==> src/hw/rtl/btf_div.sv <==
// ----------------------------------------------------------------------------
// btf_div
// Pipelined restoring divider, one quotient bit per stage, with side data.
// ----------------------------------------------------------------------------
module btf_div #(
    parameter int NW = 32,
    parameter int DW = 16,
    parameter int QW = 16,
    parameter int SW = 1
) (
    input  logic          i_clk,
    input  logic          i_rst_n,
    input  logic          i_en,
    input  logic          i_valid,
    input  logic [NW-1:0] i_num,
    input  logic [DW-1:0] i_den,
    input  logic [SW-1:0] i_side,
    output logic          o_valid,
    output logic [QW-1:0] o_quo,
    output logic [SW-1:0] o_side
);

    localparam int CW = (DW + QW > NW) ? DW + QW : NW;

    logic [CW-1:0] r_rem  [QW];
    logic [DW-1:0] r_den  [QW];
    logic [QW-1:0] r_quo  [QW];
    logic [SW-1:0] r_side [QW];
    logic [QW-1:0] r_vld;

    for (genvar g = 0; g < QW; g++) begin : g_stage
        localparam int K = QW - 1 - g;
        logic [CW-1:0] w_rem_in;
        logic [DW-1:0] w_den_in;
        logic [QW-1:0] w_quo_in;
        logic [SW-1:0] w_side_in;
        logic          w_vld_in;
        logic [CW:0]   w_trial;
        logic [CW-1:0] n_rem;
        logic [QW-1:0] n_quo;

        if (g == 0) begin : g_first
            assign w_rem_in  = CW'(i_num);
            assign w_den_in  = i_den;
            assign w_quo_in  = '0;
            assign w_side_in = i_side;
            assign w_vld_in  = i_valid;
        end else begin : g_next
            assign w_rem_in  = r_rem[g-1];
            assign w_den_in  = r_den[g-1];
            assign w_quo_in  = r_quo[g-1];
            assign w_side_in = r_side[g-1];
            assign w_vld_in  = r_vld[g-1];
        end

        assign w_trial = {1'b0, w_rem_in} - ({1'b0, CW'(w_den_in)} << K);

        always_comb begin
            n_rem = w_rem_in;
            n_quo = w_quo_in;
            if (!w_trial[CW]) begin
                n_rem = w_trial[CW-1:0];
                n_quo = w_quo_in | (QW'(1) << K);
            end
        end

        always_ff @(posedge i_clk) begin
            if (!i_rst_n) begin
                r_vld[g] <= 1'b0;
            end else if (i_en) begin
                r_vld[g] <= w_vld_in;
            end
        end

        always_ff @(posedge i_clk) begin
            if (i_en) begin
                r_rem[g]  <= n_rem;
                r_den[g]  <= w_den_in;
                r_quo[g]  <= n_quo;
                r_side[g] <= w_side_in;
            end
        end
    end

    assign o_valid = r_vld[QW-1];
    assign o_quo   = r_quo[QW-1];
    assign o_side  = r_side[QW-1];

endmodule

==> config.mk <==
export PLATFORM = sky130hd
export DESIGN_NAME = btf_div
export DESIGN_NICKNAME = d
export VERILOG_FILES = /design/src/hw/rtl/btf_div.sv
export SDC_FILE = /design/constraint.sdc
export NUM_CORES = 1
export LEC_CHECK = 0
export ABC_CLOCK_PERIOD_IN_PS = 3940
export CORE_UTILIZATION = 45
export DETAILED_ROUTE_END_ITERATION = 10
export DONT_BUFFER_PORTS = 1
export SYNTH_ARGS = -nofsm -noshare
export SYNTH_HDL_FRONTEND = slang
export SYNTH_SLANG_ARGS = --single-unit
==> constraint.sdc <==
create_clock -name i_clk -period 3.94 [get_ports i_clk]
set_input_delay 0.394 -clock i_clk [delete_from_list [all_inputs] [get_ports i_clk]]
set_output_delay 0.394 -clock i_clk [all_outputs]
set_load 0.02 [all_outputs]
======== Word-level counts from Yosys, hierarchy flattened ========
Memories as Yosys holds them, arrays and structs flattened.
Cells that the tools add are included.
word-level totals
  register bits after elaboration ......... 16
  RAM bits ................................ 1,040
  input port bits ......................... 53
  output and inout bits ................... 18
  word-level logic and storage cells ...... 70
  memories kept ........................... 4
memories
  memory  depth  bits a word  read ports  clocked after memory_dff  wr ports  line  RTL
  r_rem   16     32           15          0                         16        25    logic [CW-1:0] r_rem [QW];
  r_den   16     16           15          0                         16        26    logic [DW-1:0] r_den [QW];
  r_quo   16     16           16          0                         16        27    logic [QW-1:0] r_quo [QW];
  r_side  16     1            16          0                         16        28    logic [SW-1:0] r_side [QW];
operators by class
  $add $sub $neg .......................... 16
  muxes and demuxes ....................... 34
operators by type and width
  cell                                            number
  32-bit 2-to-1 mux                               16
  32-bit by 16-bit subtractor with 33-bit output  1
  32-bit by 17-bit subtractor with 33-bit output  1
  32-bit by 18-bit subtractor with 33-bit output  1
  32-bit by 19-bit subtractor with 33-bit output  1
  32-bit by 20-bit subtractor with 33-bit output  1
  32-bit by 21-bit subtractor with 33-bit output  1
  32-bit by 22-bit subtractor with 33-bit output  1
  32-bit by 23-bit subtractor with 33-bit output  1
  32-bit by 24-bit subtractor with 33-bit output  1
  32-bit by 25-bit subtractor with 33-bit output  1
  32-bit by 26-bit subtractor with 33-bit output  1
  32-bit by 27-bit subtractor with 33-bit output  1
  32-bit by 28-bit subtractor with 33-bit output  1
  32-bit by 29-bit subtractor with 33-bit output  1
  32-bit by 30-bit subtractor with 33-bit output  1
  32-bit by 31-bit subtractor with 33-bit output  1
  16-bit 2-to-1 mux                               1
  15-bit 2-to-1 mux                               1
  14-bit 2-to-1 mux                               1
  13-bit 2-to-1 mux                               1
  12-bit 2-to-1 mux                               1
  11-bit 2-to-1 mux                               1
  10-bit 2-to-1 mux                               1
  other kinds (9)                                 11

======== Longest topological paths before layout ========
An unclocked memory read counts as a cell.
  depth after elaboration ................. 3
  mapped depth ............................ 15
  gate-level depth less buffers ........... 13

======== Worst setup path after synthesis ========
OpenSTA, ideal clock, no wires.
  kind .................................... register -> register
  start ................................... memory r_rem[1][6] (netlist bit)
  end ..................................... memory r_rem[1][39] (netlist bit) (data pin)
  setup time .............................. 260 ps
  arrival ................................. 2,889 ps
  required time ........................... 3,680 ps
  setup slack ............................. 791 ps
  stages on the path, launching flop included .. 14
  buffers on the path ..................... 2
  period minus slack after synthesis ...... 3,149 ps
  path through ............................ edfxtp_1 -> inv_1 -> ha_1 -> inv_1 -> fa_1 -> a21o_1 -> a21oi_1 -> o21ai_0 -> a41oi_2 -> o21ai_0 -> or4_1 -> clkbuf_1 -> buf_2 -> mux2_2
RTL lines
  element      line
  from (decl)  25

==> reports/qor.csv <==
metric,value,unit
top area cells in the synthesized netlist,"edfxtp_1 (59%), ha_1 (7.2%), a21oi_1 (2.9%)",
Clock Latency Late Sink,0.69,ns
CP Capture Type,flip-flop,
Final Hold Fails,0,
vias in the first global route,27900,
Max Cap Violations,0,
Synth top cells by count,"edfxtp_1 (872), inv_1 (338), nor2_1 (278), a21oi_1 (260), ha_1 (255)",
Main synth FF type,edfxtp_1,
RSZ-0062 raised after global routing,no,
Storage cell area,26500,um^2
Die Ht,316,um
outcome,finished clean,
DRC Markers,0,
register area share after synthesis,59.8,%
final setup TNS,0,ns
die extent in x,316,um
Final Cycle Share,92.3,%
Leakage Power,19.1,nW
Syn-to-layout area delta,12.5,%
Post-Route Skew,0.0221,ns
Crit Path Class,reg -> reg,
RR Startpoint,r_rem[0][14],
Slew Limit Fails,0,
"EDFF count, synth",872,
crit path launch,r_rem[0][14],
Max VDD drop,0.344,mV
Tmin final,3.64,ns
layout cells sized above 1,6.87,%
Rows,114,
H-tree levels,3,
hold_sp,i_num[30],
crit-path max cell delay,0.43,ns
Net Sw Power,0.0107,W
Cells after Synth,3653,
clock buffer depth,3,
WP data required,4.32,ns
port buffer count,0,
Worst R2R End,r_rem[0][58],
Comb pwr share,31.1,%
largest net degree at the start of global routing,832,
CP top delay family,compound AO/OA/AOI/OAI gates,
Flop pwr share,42.2,%
worst reg2reg path depth,14,
post-CTS sizing,0,
Max-Slew Margin vs Limit,6.92,%
asr flop ratio synth,0,%
CP max-delay cell,fa_1,
Worst Setup Start Kind,flip-flop,
Finished Cell Area,49900,um^2
top cell type's share of synthesized area,59.1,%
synthesized area per cell,12.1,um^2
Post-CTS Setup Repair Bufs,0,
Die ar.,99800,um^2
CP Buf/Inv Count,3,
Clk network pwr share,26.7,%
Final setup violation count,0,
Worst path depth,14,
Syn. warnings,0,
"count leader, synth",edfxtp_1,
Post-DP HPWL,57500,um
Clock transition at path regs,0.06,ns
Worst Path Arrival,4.02,ns
Fillers,8348,
core area,97100,um^2
Synth Register Bits,888,
Antenna diodes,0,
Reg2Reg Setup Slack,0.30,ns
DR pass1 iterations,5,
clk sinks,888,
antenna-violating nets left,0,
1st-iter DRT viols,1230,
cell internal pwr,0.0228,W
Vias/cell,5.28,
CTS tree,yes,
GRT Total Usage,16.6,%
worst hold-check path type,in -> reg,
WL/cell,16.0,um
pwr dens,671,nW/um^2
crit-path cells,"inv_1, ha_1, inv_1, fa_1, a211oi_1, o21ai_0, nand3_1, nand4b_1, a311o_1, a21oi_1, o21ai_2, buf_4, nor2_1, a21oi_1",
fmax,0.275,GHz
I/O pins,71,
TritonCTS buffer count,100,
initial antenna violation count,0,
switching part of the total power,31.9,%
total number of vias,27100,
Worst Tran Pin Value,1.40,ns
GRT overflow,0,
crit path max fanout,23,
first-pass GRT wire length,133000,um
synthesized cell area,44300,um^2
Post-DP Area,46000,um^2
worst setup path endpoint,r_rem[0][58],
Yosys cell types,82,
WL final,82400,um
GP Congestion,0.864,
Layout Nets,4103,
Post-Syn Nets,3976,
Root Buffer,clkbuf_16,
Multi-input gate area,16300,um^2
"area leader, netlist",edfxtp_1,
Initial Util,45.6,%
-- cells in the final DEF (no fill, tap or decap), types with 14 or more instances in the layout --
cell type and n:
or3_1 36, clkbuf_1 26, mux2_2 48, nor2b_1 68, o21bai_1 19, o21ai_0 208, buf_4 34, dlygate4sd3_1 51
nand2b_1 46, nand4_1 20, xnor2_1 144, o21a_1 49, inv_1 338, nand2_1 205, edfxtp_1 872, and2_1 18
a31oi_1 29, mux2i_1 19, nand3_1 54, fa_1 15, clkinv_1 20, o31ai_1 19, a21oi_1 259, nor3_1 73
and3_1 26, xor2_1 132, a211oi_1 27, nor4_1 35, or4_1 14, clkbuf_16 100, ha_1 255, a21o_1 81
nor2_1 276, dfxtp_1 16
-- flip-flops by register name, indices dropped and copies added, names as in the netlist --
name / cells
r_rem: 480
o_valid: 1
r_quo: 136
r_den: 240
g_stage.w_vld_in: 15
r_side: 16
-- metrics by stage --
step | power, W | setup slack, ns | hold slack, ns | util [%] | std cells
3_3_place_gp | 0.0243 | 0.358 | 0.401 | 47.4 | 4898
6_report | 0.0335 | 0.303 | 0.0642 | 51.3 | 5135
4_1_cts | 0.0336 | 0.278 | 0.00495 | 51.2 | 5131
2_1_floorplan | 0.0218 | 0.791 | 0.400 | - | 3653
5_1_grt | 0.0356 | 0.0130 | 0.0426 | 51.3 | 5135
3_5_place_dp | 0.0244 | 0.322 | 0.405 | 47.4 | 4898
-- worst min path at each step --
stage | cells past startpoint | to | slack [ns]
after detailed placement | 0 | r_quo[3][10] | 0.40
after global placement | 0 | r_side[0][3] | 0.40
after CTS | 0 | r_rem[1][97] | 0.005
after floorplan | 0 | r_quo[0][31] | 0.40
after global routing | 2 | r_rem[0][30] | 0.04
final | 2 | r_rem[0][30] | 0.06
-- routing by layer --
| layer | global-route usage, % | vias up | share of wire, % |
|---|---|---|---|
| met5 | 0 | - | 0 |
| met4 | 10.8 | 0 | 6.0 |
| met3 | 2.59 | 229 | 3.1 |
| met2 | 33.0 | 425 | 55 |
| met1 | 15.5 | 12800 | 35 |
| li1 | - | 13600 | - |
-- power groups by stage --
stage,Sequential (W),Clock (W),Combinational [W]
finish,0.0141,0.00894,0.0104
global placement,0.0143,0,0.0100
floorplan,0.0138,0,0.00803
detailed placement,0.0143,0,0.0101
CTS,0.0141,0.00925,0.0103
global route,0.0143,0.00960,0.0117
-- final cells by class --
type / instances / area share, %
Sequential cell: 888 / 53.2
Multi-Input combinational cell: 2354 / 32.6
Clock buffer: 129 / 5.30
Tap cell: 1276 / 3.20
Inverter: 339 / 2.55
Timing Repair Buffer: 97 / 2.09
Clock inverter: 52 / 1.06
-- timing repair --
| action | CTS | global route |
|---|---|---|
| hold buffers | 52 | 1 |
| setup endpoints to repair | 0 | 0 |
| endpoints found under the hold margin | 122 | 99 |
-- cell families (layout without fill, tap and decap cells) --
family	Yosys count	after routing	share of synthesized area (%)
xor gates and xnor gates	276	276	5.45
buffers and inverters	411	617	3.55
muxes	67	67	1.65
DFF	888	888	59.8
and+or+nand+nor	928	928	10.3
AOI/OAI and AO/OA	813	813	11.4
adders and majority gates	270	270	7.87
No activity file was read; power rests on OpenSTA's default activity.
